[src/lte_pkg.sv]
package lte_pkg;

   // ASCII codes that the classifier and the trimmer look at.
   localparam logic [7:0] CHAR_LF          = 8'd10;
   localparam logic [7:0] CHAR_CR          = 8'd13;
   localparam logic [7:0] CHAR_PRINT_LOW   = 8'd32;
   localparam logic [7:0] CHAR_PRINT_HIGH  = 8'd126;
   localparam logic [6:0] CHAR_SPACE       = 7'd32;

   // Depth of the token queue between the front and the back.
   localparam int unsigned QUEUE_DEPTH     = 4;
   localparam int unsigned QUEUE_PTR_W     = $clog2(QUEUE_DEPTH);

   // One classified byte: either a printable character or a line terminator.
   typedef struct packed {
      logic       is_term;
      logic [6:0] ch;
   } token_type;

   // Token channel from the queue to the back.
   typedef struct packed {
      logic      valid;
      token_type token;
   } tok_chan_type;

   // Status of the back part.
   typedef struct packed {
      logic busy;
      logic tok_pop;
   } back_status_type;

endpackage

[src/line_trim_echo.sv]
// Flow: a printable or terminator byte enters the token queue when it is accepted; on a
// terminator the back echoes the trimmed line, each character by a store read, then a load.
// Throughput: one byte per cycle while the 4-entry token queue has room; the back drains
// one token per cycle while idle, takes no tokens during an echo, and waits for a free slot.
// Reset: synchronous, active high; clears queue, line tracking and output register.
// The line store is not cleared and needs no clearing pass.
module line_trim_echo
   import lte_pkg::*;
#(
   parameter int unsigned LINE_STORE_BYTES = 64
)
(
   input  logic       clock,
   input  logic       reset,
   input  logic       push,
   input  logic [7:0] req_rx_byte,
   output logic       full,
   output logic       empty,
   input  logic       pop,
   output logic [6:0] rsp_out_char,
   output logic       rsp_last_of_line
);

   tok_chan_type    tok_chan;
   back_status_type back_status;

   // Front: accepts and classifies received bytes.
   lte_front u_front (
      .clock       (clock),
      .reset       (reset),
      .push        (push),
      .req_rx_byte (req_rx_byte),
      .full        (full),
      .tok_pop     (back_status.tok_pop),
      .tok_chan    (tok_chan)
   );

   // Back: collects the line and echoes it trimmed.
   lte_back #(
      .LINE_STORE_BYTES (LINE_STORE_BYTES)
   ) u_back (
      .clock            (clock),
      .reset            (reset),
      .tok_chan         (tok_chan),
      .status           (back_status),
      .empty            (empty),
      .pop              (pop),
      .rsp_out_char     (rsp_out_char),
      .rsp_last_of_line (rsp_last_of_line)
   );

   // An echoed character is always printable.
   a_out_printable: assert property (@(posedge clock) disable iff (reset)
      !empty |-> (rsp_out_char >= 7'd32) && (rsp_out_char <= 7'd126))
      else $error("echoed character outside the printable range");

   // The queue is empty right after reset.
   a_reset_not_full: assert property (@(posedge clock)
      reset |=> !full)
      else $error("queue full after reset");

   // No token is consumed while a line is being echoed.
   a_no_pop_while_busy: assert property (@(posedge clock) disable iff (reset)
      back_status.busy |-> !back_status.tok_pop)
      else $error("token consumed during echo");

   // A waiting result stays put until its transaction completes.
   a_out_held: assert property (@(posedge clock) disable iff (reset)
      (!empty && !pop) |=> !empty && $stable(rsp_out_char) && $stable(rsp_last_of_line))
      else $error("waiting result changed before it was taken");

endmodule

[src/lte_queue.sv]
module lte_queue
   import lte_pkg::*;
(
   input  logic         clock,
   input  logic         reset,
   input  logic         wr_en,
   input  token_type    wr_token,
   output logic         q_full,
   input  logic         rd_pop,
   output tok_chan_type rd_chan
);

   token_type                entry_ff [QUEUE_DEPTH];
   logic [QUEUE_PTR_W-1:0]   wr_ptr_ff;
   logic [QUEUE_PTR_W-1:0]   rd_ptr_ff;
   logic [QUEUE_PTR_W:0]     count_ff;
   logic                     do_wr;
   logic                     do_rd;

   // Full and empty flags come straight from the occupancy count.
   assign q_full        = (count_ff == (QUEUE_PTR_W+1)'(QUEUE_DEPTH));
   assign rd_chan.valid = (count_ff != '0);
   assign rd_chan.token = entry_ff[rd_ptr_ff];

   assign do_wr = wr_en && !q_full;
   assign do_rd = rd_pop && rd_chan.valid;

   // Pointers and count.
   always_ff @(posedge clock) begin
      if (reset) begin
         wr_ptr_ff <= '0;
         rd_ptr_ff <= '0;
         count_ff  <= '0;
      end else begin
         if (do_wr) begin
            wr_ptr_ff <= wr_ptr_ff + 1'b1;
         end
         if (do_rd) begin
            rd_ptr_ff <= rd_ptr_ff + 1'b1;
         end
         if (do_wr && !do_rd) begin
            count_ff <= count_ff + 1'b1;
         end else if (do_rd && !do_wr) begin
            count_ff <= count_ff - 1'b1;
         end
      end
   end

   // Entry storage needs no reset.
   always_ff @(posedge clock) begin
      if (do_wr) begin
         entry_ff[wr_ptr_ff] <= wr_token;
      end
   end

endmodule

[src/lte_front.sv]
module lte_front
   import lte_pkg::*;
(
   input  logic         clock,
   input  logic         reset,
   input  logic         push,
   input  logic [7:0]   req_rx_byte,
   output logic         full,
   input  logic         tok_pop,
   output tok_chan_type tok_chan
);

   logic      is_term;
   logic      is_print;
   logic      keep;
   token_type token;

   // Classify the byte; anything that is neither printable nor a terminator is dropped here.
   assign is_term  = (req_rx_byte == CHAR_LF) || (req_rx_byte == CHAR_CR);
   assign is_print = (req_rx_byte >= CHAR_PRINT_LOW) && (req_rx_byte <= CHAR_PRINT_HIGH);
   assign keep     = push && (is_term || is_print);

   assign token.is_term = is_term;
   assign token.ch      = req_rx_byte[6:0];

   // The queue decouples the front from the back.
   lte_queue u_queue (
      .clock    (clock),
      .reset    (reset),
      .wr_en    (keep),
      .wr_token (token),
      .q_full   (full),
      .rd_pop   (tok_pop),
      .rd_chan  (tok_chan)
   );

endmodule

[src/lte_back.sv]
module lte_back
   import lte_pkg::*;
#(
   parameter int unsigned LINE_STORE_BYTES = 64
)
(
   input  logic            clock,
   input  logic            reset,
   input  tok_chan_type    tok_chan,
   output back_status_type status,
   output logic            empty,
   input  logic            pop,
   output logic [6:0]      rsp_out_char,
   output logic            rsp_last_of_line
);

   localparam int unsigned     PW  = $clog2(LINE_STORE_BYTES);
   localparam int unsigned     CAP = LINE_STORE_BYTES - 1;
   localparam logic [PW-1:0]   CAP_POS = PW'(CAP);

   typedef enum logic [1:0] {
      ST_IDLE,
      ST_WAIT,
      ST_SEND
   } state_type;

   state_type         state_ff;
   logic [6:0]        store_ff [CAP];
   logic [6:0]        rd_data_ff;
   logic [PW-1:0]     fill_ff;
   logic [PW-1:0]     first_ff;
   logic [PW-1:0]     last_ff;
   logic              seen_ff;
   logic [PW-1:0]     pos_ff;
   logic [PW-1:0]     end_ff;
   logic              out_valid_ff;
   logic [6:0]        out_char_ff;
   logic              out_last_ff;
   logic              tok_pop;
   logic              store_wr;
   logic              slot_free;
   logic              out_load;

   // Tokens are taken only while no line is being echoed.
   assign tok_pop   = (state_ff == ST_IDLE) && tok_chan.valid;
   assign store_wr  = tok_pop && !tok_chan.token.is_term && (fill_ff < CAP_POS);
   assign slot_free = !out_valid_ff || pop;
   assign out_load  = (state_ff == ST_SEND) && slot_free;

   assign status.busy    = (state_ff != ST_IDLE);
   assign status.tok_pop = tok_pop;

   assign empty            = !out_valid_ff;
   assign rsp_out_char     = out_char_ff;
   assign rsp_last_of_line = out_last_ff;

   // Line store: one write port for collection, one registered read port for echo.
   always_ff @(posedge clock) begin
      if (store_wr) begin
         store_ff[fill_ff] <= tok_chan.token.ch;
      end
      rd_data_ff <= store_ff[pos_ff];
   end

   // Line tracking, echo sequencing and the output register.
   always_ff @(posedge clock) begin
      if (reset) begin
         state_ff     <= ST_IDLE;
         fill_ff      <= '0;
         first_ff     <= '0;
         last_ff      <= '0;
         seen_ff      <= 1'b0;
         pos_ff       <= '0;
         end_ff       <= '0;
         out_valid_ff <= 1'b0;
         out_char_ff  <= '0;
         out_last_ff  <= 1'b0;
      end else begin
         // A new load takes priority over the transaction that frees the slot.
         if (out_load) begin
            out_valid_ff <= 1'b1;
         end else if (pop && out_valid_ff) begin
            out_valid_ff <= 1'b0;
         end
         unique case (state_ff)
            ST_IDLE: begin
               if (tok_pop) begin
                  if (tok_chan.token.is_term) begin
                     // A terminator starts the echo if the line holds any non-space character.
                     if (seen_ff) begin
                        pos_ff   <= first_ff;
                        end_ff   <= last_ff;
                        state_ff <= ST_WAIT;
                     end
                     fill_ff  <= '0;
                     first_ff <= '0;
                     last_ff  <= '0;
                     seen_ff  <= 1'b0;
                  end else if (store_wr) begin
                     if (tok_chan.token.ch != CHAR_SPACE) begin
                        if (!seen_ff) begin
                           first_ff <= fill_ff;
                           seen_ff  <= 1'b1;
                        end
                        last_ff <= fill_ff;
                     end
                     fill_ff <= fill_ff + 1'b1;
                  end
               end
            end
            ST_WAIT: begin
               state_ff <= ST_SEND;
            end
            ST_SEND: begin
               if (slot_free) begin
                  out_char_ff  <= rd_data_ff;
                  out_last_ff  <= (pos_ff == end_ff);
                  if (pos_ff == end_ff) begin
                     state_ff <= ST_IDLE;
                  end else begin
                     pos_ff   <= pos_ff + 1'b1;
                     state_ff <= ST_WAIT;
                  end
               end
            end
            default: begin
               state_ff <= ST_IDLE;
            end
         endcase
      end
   end

endmodule
[config.mk]
export PLATFORM = sky130hd
export DESIGN_NAME = line_trim_echo
export DESIGN_NICKNAME = d
export VERILOG_FILES = /design/src/lte_pkg.sv /design/src/line_trim_echo.sv /design/src/lte_queue.sv /design/src/lte_front.sv /design/src/lte_back.sv
export SDC_FILE = /design/constraint.sdc
export NUM_CORES = 1
export LEC_CHECK = 0
export BUFFER_PORTS_ARGS = -buffer_cell sky130_fd_sc_hd__buf_2
export CAP_MARGIN = 15
export CORE_UTILIZATION = 55
export DETAILED_ROUTE_END_ITERATION = 8
export PLACE_DENSITY = 0.75
export SLEW_MARGIN = 20
export SYNTH_ARGS = -nofsm -noshare
export SYNTH_HDL_FRONTEND = slang
export SYNTH_HIERARCHICAL = 1
export SYNTH_SLANG_ARGS = --single-unit
[constraint.sdc]
create_clock -name clock -period 4.23 [get_ports clock]
set_input_delay 0.6345 -clock clock [delete_from_list [all_inputs] [get_ports clock]]
set_output_delay 0.6345 -clock clock [all_outputs]
set_load 0.05 [all_outputs]
# Word level (Yosys, flattened, before mapping)
# Memory sizes are Yosys's and may differ from the RTL's. A register that Yosys moved wholly into a read port is not among the register bits.
# Index checks and enable logic that the tools add are counted.
[word_totals]
regBits = 49
mem_bits_rw = 473
out_inout_bits = 10
n_memories = 2
[memory_table]
columns = ["name", "depth", "width", "read_ports", "rd_clocked_by_memory_dff", "write_ports", "line_no", "source"]
rows = [
  ["u_back.store_ff", 63, 7, 1, 1, 1, "lte_back.sv:28", "logic [6:0] store_ff [CAP];"],
  ["u_front.u_queue.entry_ff", 4, 8, 1, 1, 1, "lte_queue.sv:13", "token_type entry_ff [QUEUE_DEPTH];"],
]
[op_classes]
addsub = 6
order_cmp = 3
eq_ne = 13
muxes = 34
n_reduce_logical = 33
[ops]
columns = ["op", "n"]
rows = [
  ["6-bit two-way mux", 14],
  ["8-bit by 4-bit equality test with 1-bit output (second input constant)", 2],
  ["6-bit by 1-bit adder with 6-bit output (second input constant)", 2],
  ["2-bit two-way mux", 6],
  ["6-bit case mux with 2 select lines", 1],
  ["4-bit AND reduction", 3],
  ["1-bit logical AND", 11],
  ["1-bit two-way mux", 10],
  ["2-bit by 1-bit inequality test with 1-bit output (second input constant)", 5],
  ["2-bit nonzero test", 5],
  ["8-bit by 6-bit >= comparator with 1-bit output (second input constant)", 1],
  ["8-bit by 7-bit less-or-equal comparator with 1-bit output (second input constant)", 1],
  ["7-bit by 6-bit inequality test with 1-bit output (second input constant)", 1],
  ["6-bit equality test", 1],
  ["6-bit < comparator (second input constant)", 1],
  ["3-bit two-way mux", 2],
  ["2-bit case mux with 3 select lines", 1],
  ["6-bit AND reduction", 1],
  ["1-bit logical NOT", 5],
  ["5-bit AND reduction", 1],
  ["2-bit by 1-bit adder with 2-bit output (second input constant)", 2],
  ["3-bit by 1-bit adder with 3-bit output (second input constant)", 1],
  ["3-bit equality test (second input constant)", 1],
  ["1-bit logical OR", 3],
  ["other kinds (8)", 8],
]

# Longest topological paths before layout
# Gate-level depths: netlist of the first run.
[depth]
word_depth = 9
mapped_depth = 11

# By module
# Netlist of the first run, hierarchy kept.
[modules_own_cells]
columns = ["module", "n_inst", "cells_per_inst", "area_per_inst_um2", "seq_area_each_um2"]
rows = [
  ["lte_back", 1, 1075, 19373.6, 14223.6],
  ["lte_queue", 1, 90, 1621.6, 1141.1],
  ["lte_front", 1, 11, 83.8, 0.0],
]

# Worst setup path before layout of the first run
# No wires, ideal clock.
[synth_timing]
path_type = "input -> register"
from = "in req_rx_byte[5]"
to = "reg u_front.u_queue.count_ff[2]"
setup_ns = 0.070
arrival_ns = 2.837
setup_slack_ns = 1.323
cell_stages = 10
path_cell_list = "or4b_4 > o41ai_2 > inv_1 > nor2_2 > ha_1 > inv_1 > fa_1 > xor2_1 > or3_1 > a21oi_1"
[synth_via]
elab_chain_cells = 8
elab_cells_between_ends = 14
cone_classes = "2 x order compare; 2 x eq/ne; 1 x mux; 9 x reduce/logical"
[synth_rtl]
columns = ["item", "line_no", "source"]
rows = [
  ["start, declared", "line_trim_echo.sv:16", "input logic [7:0] req_rx_byte,"],
  ["8-bit by 6-bit >= comparator with 1-bit output, or another cell as far along", "lte_front.sv:20", "assign is_print = (req_rx_byte >= CHAR_PRINT_LOW) && (req_rx_byte <= CHAR_PRINT_HIGH);"],
  ["1-bit logical AND / 1-bit logical OR (equally long branches)", "lte_front.sv:20, lte_front.sv:19", ""],
  ["1-bit logical OR *", "lte_front.sv:21", "assign keep = push && (is_term || is_print);"],
  ["1-bit logical AND *", "lte_front.sv:21", ""],
  ["via u_front.keep", "lte_front.sv:15", "logic keep;"],
  ["1-bit logical AND *", "lte_queue.sv:25", "assign do_wr = wr_en && !q_full;"],
  ["via u_front.u_queue.do_wr", "lte_queue.sv:17", "logic do_wr;"],
  ["1-bit logical NOT", "lte_queue.sv:43", "end else if (do_rd && !do_wr) begin"],
  ["1-bit logical AND", "lte_queue.sv:43", ""],
  ["2-bit nonzero test (no line)", "n/a", ""],
  ["end signal, assigned", "lte_queue.sv:42", "count_ff <= count_ff + 1'b1;"],
  ["end signal, assigned", "lte_queue.sv:44", "count_ff <= count_ff - 1'b1;"],
  ["end, declared", "lte_queue.sv:16", "logic [QUEUE_PTR_W:0] count_ff;"],
]
# The timed path passes the listed nets; every way through them passes the cells marked *.
# A chain may end at the register's enable or synchronous reset.

==> flow_metrics.tcl, run 1 <==
set metrics [dict create \
    status "finished clean" \
    grt_max_degree 71 \
    fmax_mhz 297 \
    syn-cell-area_mm2 0.0211 \
    cts_max_path_buffers 3 \
    min_path_cells 1 \
    fin_nets 1223 \
    max_cap_violations 0 \
    cts_tree "yes" \
    syn_avg_cell_area_um2 17.9 \
    antenna_found_initial 0 \
    power_leakage_nw 7.22 \
    min_from "req_rx_byte[3]" \
    insertion_delay_ns 0.57 \
    critPathArrivalTime_ns 3.56 \
    drt-vias-per-instance 6.32 \
    clkTransAtPathRegs_ns 0.06 \
    start_kind "flip-flop" \
    max_stage_delay_ns 0.61 \
    die_area_mm2 0.0391 \
    place_ws_ns 0.879 \
    ioPinCount 22 \
    final_core_util 0.621 \
    cp-end-kind "flip-flop" \
    gp_congestion 0.831 \
    first_pass_iters 6 \
    antenna_left 0 \
    grtUsageTotal 0.239 \
    cpLargestDelayFamily "simple AND/OR/NAND/NOR gates" \
    area_delta_synth_final_pct 11.1 \
    finalWorstSetupSlack_ns 0.863 \
    initial_core_util 0.559 \
    switching_share 0.242 \
    slew_headroom 0.336 \
    die_x_um 198 \
    period_share 0.796 \
    p_int_mw 9.47 \
    rr_worst_depth 6 \
    grt_pass1_wl_um 68000 \
    pwr-share-seq 0.506 \
    clock_sinks 531 \
    die_y_um 198 \
    cp_num_buf_inv 1 \
    grt-ovfl-total 0 \
    io_buffers 21 \
    criticalPathCategory "reg -> reg" \
    htree_levels 2 \
    critical_path.max_fanout 9 \
    fin_setup_tns_ns 0 \
    grt_pass1_vias 10900 \
    crit_chain "mux4_2 > clkinv_1 > o211ai_1 > nor2_1 > nand3_1 > nor2_1" \
    syn_inst 1175 \
    cp.required_ns 4.42 \
    crit_path_frequent_cell "nor2_1" \
    critPathSlowestCell "nor2_1" \
    rsz0062_at_grt "false" \
    drtIter0Drc 1224 \
    combinationalPowerShare 0.111 \
    cts_made_buffers 51 \
    antenna_cells 0 \
    ir_drop_uv 616 \
    post_drt_wl_per_cell_um 25.9 \
    worstMarginPinSlew_ns 0.985 \
    clock_skew_ns 0.0137 \
    detailroute.via_count 11100 \
    cts_resized 0 \
    drive_above_1_share 0.184 \
    power_density_mw_per_mm2 534 \
    final-setup-viol-count 0 \
    p_clk_frac 0.382 \
    core_mm2 0.0377 \
    hold_path_class "in -> reg" \
    post-cts-setup-buffers 0 \
    row_count 71 \
    p_switching_mw 3.03 \
    cts-root-buf "clkbuf_16" \
    final_hold_viol_count 0 \
    fillCellCount 2623 \
    post-dp-hpwl_um 27000 \
    remaining_drc_errors 0 \
    yosys_warnings 6 \
    cp.depth 6 \
    wl_um 45600 \
    min_period_ns 3.37 \
    slew_violations 0 \
    syn_nets 1195 \
    cts_hold_buf 0 \
]
power by group through the flow:
stage	registers (mW)	clock network, mW	logic [mW]
floorplan	6.41	0	0.832
CTS	6.33	4.84	1.40
global placement	6.44	0	1.38
global route	6.34	5.05	1.49
finish	6.33	4.78	1.39
detailed placement	6.44	0	1.39
layer usage:
layer	vias to the layer above	track usage	wire length, µm
li1	4779	-	-
met1	5607	0.341	18400
met2	603	0.372	21600
met3	115	0.0429	4010
met4	0	0.0873	1560
met5	-	0	0
area by class of cell:
type                       count  area (µm²)  area share
clock buffer                  67        1370      0.0584
clock inverter                29         420      0.0180
inverter                       8        30.0     0.00128
multi-input combinational    566        5280       0.225
sequential                   531       15400       0.657
tap                          511         639      0.0273
timing repair buffer          45         298      0.0127
sequential cells by signal (all words and copies together), names as in the netlist, named ones only:
name	flops
u_back/end_ff	6
u_back/fill_ff	6
u_back/first_ff	6
u_back/last_ff	6
u_back/out_valid_ff	1
u_back/pos_ff	6
u_back/rd_data_ff	7
u_back/rsp_last_of_line	1
u_back/rsp_out_char	7
u_back/seen_ff	1
u_back/state_ff	2
u_back/store_ff	441
u_front/u_queue/count_ff	3
u_front/u_queue/entry_ff	32
u_front/u_queue/rd_ptr_ff	2
u_front/u_queue/wr_ptr_ff	2
stage by stage:
stage / hold WS (ns) / instance area, µm² / total power [mW] / instances
global route: 0.317 / 23400 / 12.9 / 1757
detailed placement: 0.444 / 21600 / 7.83 / 1661
CTS: 0.307 / 23400 / 12.6 / 1757
finish: 0.326 / 23400 / 12.5 / 1757
global placement: 0.439 / 21600 / 7.81 / 1661
floorplan: 0.417 / 21100 / 7.24 / 1175
cells in the final DEF, fill, tap and decap left out, types with 19 or more instances in the layout:
cell         n
mux2i_1     57
nand3_1     19
clkbuf_16   52
a21oi_1     32
buf_4       23
nand2_1     46
a22oi_1     25
buf_2       21
nor2_1     106
dfxtp_1     55
mux4_2      83
o21ai_0     24
edfxtp_1   473
worst paths after layout:
path | slack (ns) | end
worst max-delay path | 0.86 | u_back/store_ff[43][1]
worst min-delay path | 0.33 | u_front/u_queue/entry_ff[3][3]
worst max register to register | 0.86 | u_back/store_ff[43][1]
worst min register to register | 0.45 | u_back/last_ff[2]
Note: power is estimated with default switching activity, not from simulation.
==> inputs of run 2 (changes only) <==
Clock period 4.23 ns to 3.39 ns, I/O delays scaled along.
==> run 2 against run 1 <==
First-iteration DRC count is 3.1% higher. Worst hold slack worse by 0.13 ns. Critical path depth shrank 1. Clock power is 15% higher. Sequential share of layout area decreased by 1.1 points. Clock-buffer cell count rose by 6. Core utilization is 1.0 points higher. Combinational power is 24% higher. Global-route usage shrank 0.65 points. Register-to-register slack got worse by 0.43 ns.
==> flow_metrics.tcl, run 2 (synthesis gave the netlist of run 1 again) <==
set metrics [dict create \
    period_share 0.873 \
    p_clk_frac 0.363 \
    met2_length_um 21700 \
    wl_um 44500 \
    start_kind "flip-flop" \
    cts_hold_buf 0 \
    maxUsedRoutingLayer "met4" \
    post-dp-hpwl_um 27200 \
    cts_made_buffers 51 \
    row_count 71 \
    max_cap_violations 0 \
    worst_hold_slack_ns 0.197 \
    ioPinCount 22 \
    dr_wl_met3_um 3330 \
    placed_cells 1732 \
    criticalPathCategory "reg -> reg" \
    core_mm2 0.0377 \
    insertion_delay_ns 0.58 \
    antenna_left 0 \
    post-cts-setup-buffers 0 \
    p_switching_mw 3.73 \
    clkTransAtPathRegs_ns 0.06 \
    grt_pass1_wl_um 66500 \
    fin_nets 1294 \
    die_area_mm2 0.0391 \
    io_buffers 21 \
    cp-end-kind "flip-flop" \
    first_pass_iters 5 \
    remaining_drc_errors 0 \
    layout_commonest_cell "edfxtp_1" \
    fmax_mhz 338 \
    final_cells 1828 \
    fin_setup_tns_ns 0 \
    die_x_um 198 \
    cts_tree "yes" \
    gp_congestion 0.817 \
    clock_skew_ns 0.0262 \
    final-setup-viol-count 0 \
    worstMarginPinSlew_ns 0.968 \
    clock_sinks 531 \
    rsz0062_at_grt "false" \
    cp.required_ns 3.58 \
    slew_violations 0 \
    hold_path_class "in -> reg" \
    post_drt_wl_per_cell_um 24.3 \
    top_regs "u_back/store_ff (441), u_front/u_queue/entry_ff (32)" \
    drtIter0Drc 1262 \
    detailroute.via_count 11100 \
    drive_above_1_share 0.227 \
    cts_resized 0 \
    power_density_mw_per_mm2 636 \
    drt-vias-per-instance 6.09 \
    antenna_found_initial 0 \
    initial_core_util 0.559 \
    htree_levels 2 \
    p_int_mw 11.4 \
    grt_pass1_vias 10900 \
    cts_max_path_buffers 3 \
    status "finished clean" \
    pwr-share-seq 0.523 \
    final_hold_viol_count 0 \
    cts-root-buf "clkbuf_16" \
    antenna_cells 0 \
    combinationalPowerShare 0.114 \
    grt-ovfl-total 0 \
    rrSetupSlack_ns 0.43 \
    met1Wirelength_um 18100 \
    critical_path.max_fanout 9 \
    switching_share 0.247 \
    slew_headroom 0.346 \
    ir_drop_uv 453 \
    final_cell_mix "edfxtp_1 (473), nor2_1 (106), buf_4 (93)" \
    power_leakage_nw 7.54 \
    min_period_ns 2.96 \
    die_y_um 198 \
    grtUsageTotal 0.232 \
    critPathArrivalTime_ns 3.15 \
    area_delta_synth_final_pct 12.9 \
    regMostFlops "u_back/store_ff" \
    grt_max_degree 64 \
    largest_reg_flops 441 \
]
==> run 2: changes by cell type in the layout (fill, tap and decap cells not counted), moves of 2 or more <==
cell	before	now
clkbuf_8	1	6
clkinv_2	6	8
bufinv_16	10	2
clkinv_1	7	9
inv_6	1	3
buf_4	23	93
==> run 2: worst paths after layout <==
kind / start / endpoint / cells after the start
worst min register to register: u_back/last_ff[0] / u_back/last_ff[0] / 2
worst max register to register: flip-flop / u_back/store_ff[28][0] / 5
worst max-delay path: flip-flop / u_back/store_ff[28][0] / 5
worst min-delay path: req_rx_byte[4] / u_front/u_queue/entry_ff[3][4] / 1
==> run 2: cell type report <==
| cell class | instances | area [µm²] |
|---|---|---|
| sequential | 531 | 15400 |
| fill | 2606 | 13900 |
| multi-input combinational | 566 | 5270 |
| clock buffer | 73 | 1460 |
| timing repair buffer | 116 | 843 |
| tap | 511 | 639 |
| clock inverter | 23 | 171 |
| inverter | 8 | 30.0 |
==> run 2: through the flow <==
stage                     cell area (µm²)   util  worst slack [ns]  power (mW)
final                               23800  0.632             0.432        15.1
after global routing                23800  0.632             0.333        15.6
after global placement              22200  0.588             0.337        9.71
after detailed placement            22200  0.588             0.271        9.78
after floorplan                     21100      -             0.584        9.03
after CTS                           23800  0.632             0.467        15.2
==> run 2: layer usage <==
metal	vias to the layer above	global-route usage
met5	-	0
met4	0	0.0764
met3	98	0.0383
met2	481	0.371
met1	5651	0.330
li1	4910	-
==> run 2: power by group through the flow <==
stage	clock (mW)	combinational [mW]	sequential (mW)
3_5_place_dp	0	1.73	8.04
6_report	5.49	1.73	7.91
4_1_cts	5.56	1.73	7.91
3_3_place_gp	0	1.67	8.04
2_1_floorplan	0	1.04	7.99
5_1_grt	5.80	1.85	7.92
==> run 2: critical path: stages, from the launching register on <==
cell and delay [ns]:
dfxtp_1 0.35, mux4_2 0.64, clkinv_1 0.19, o211ai_1 0.24, or3_1 0.56, nor2_1 0.59
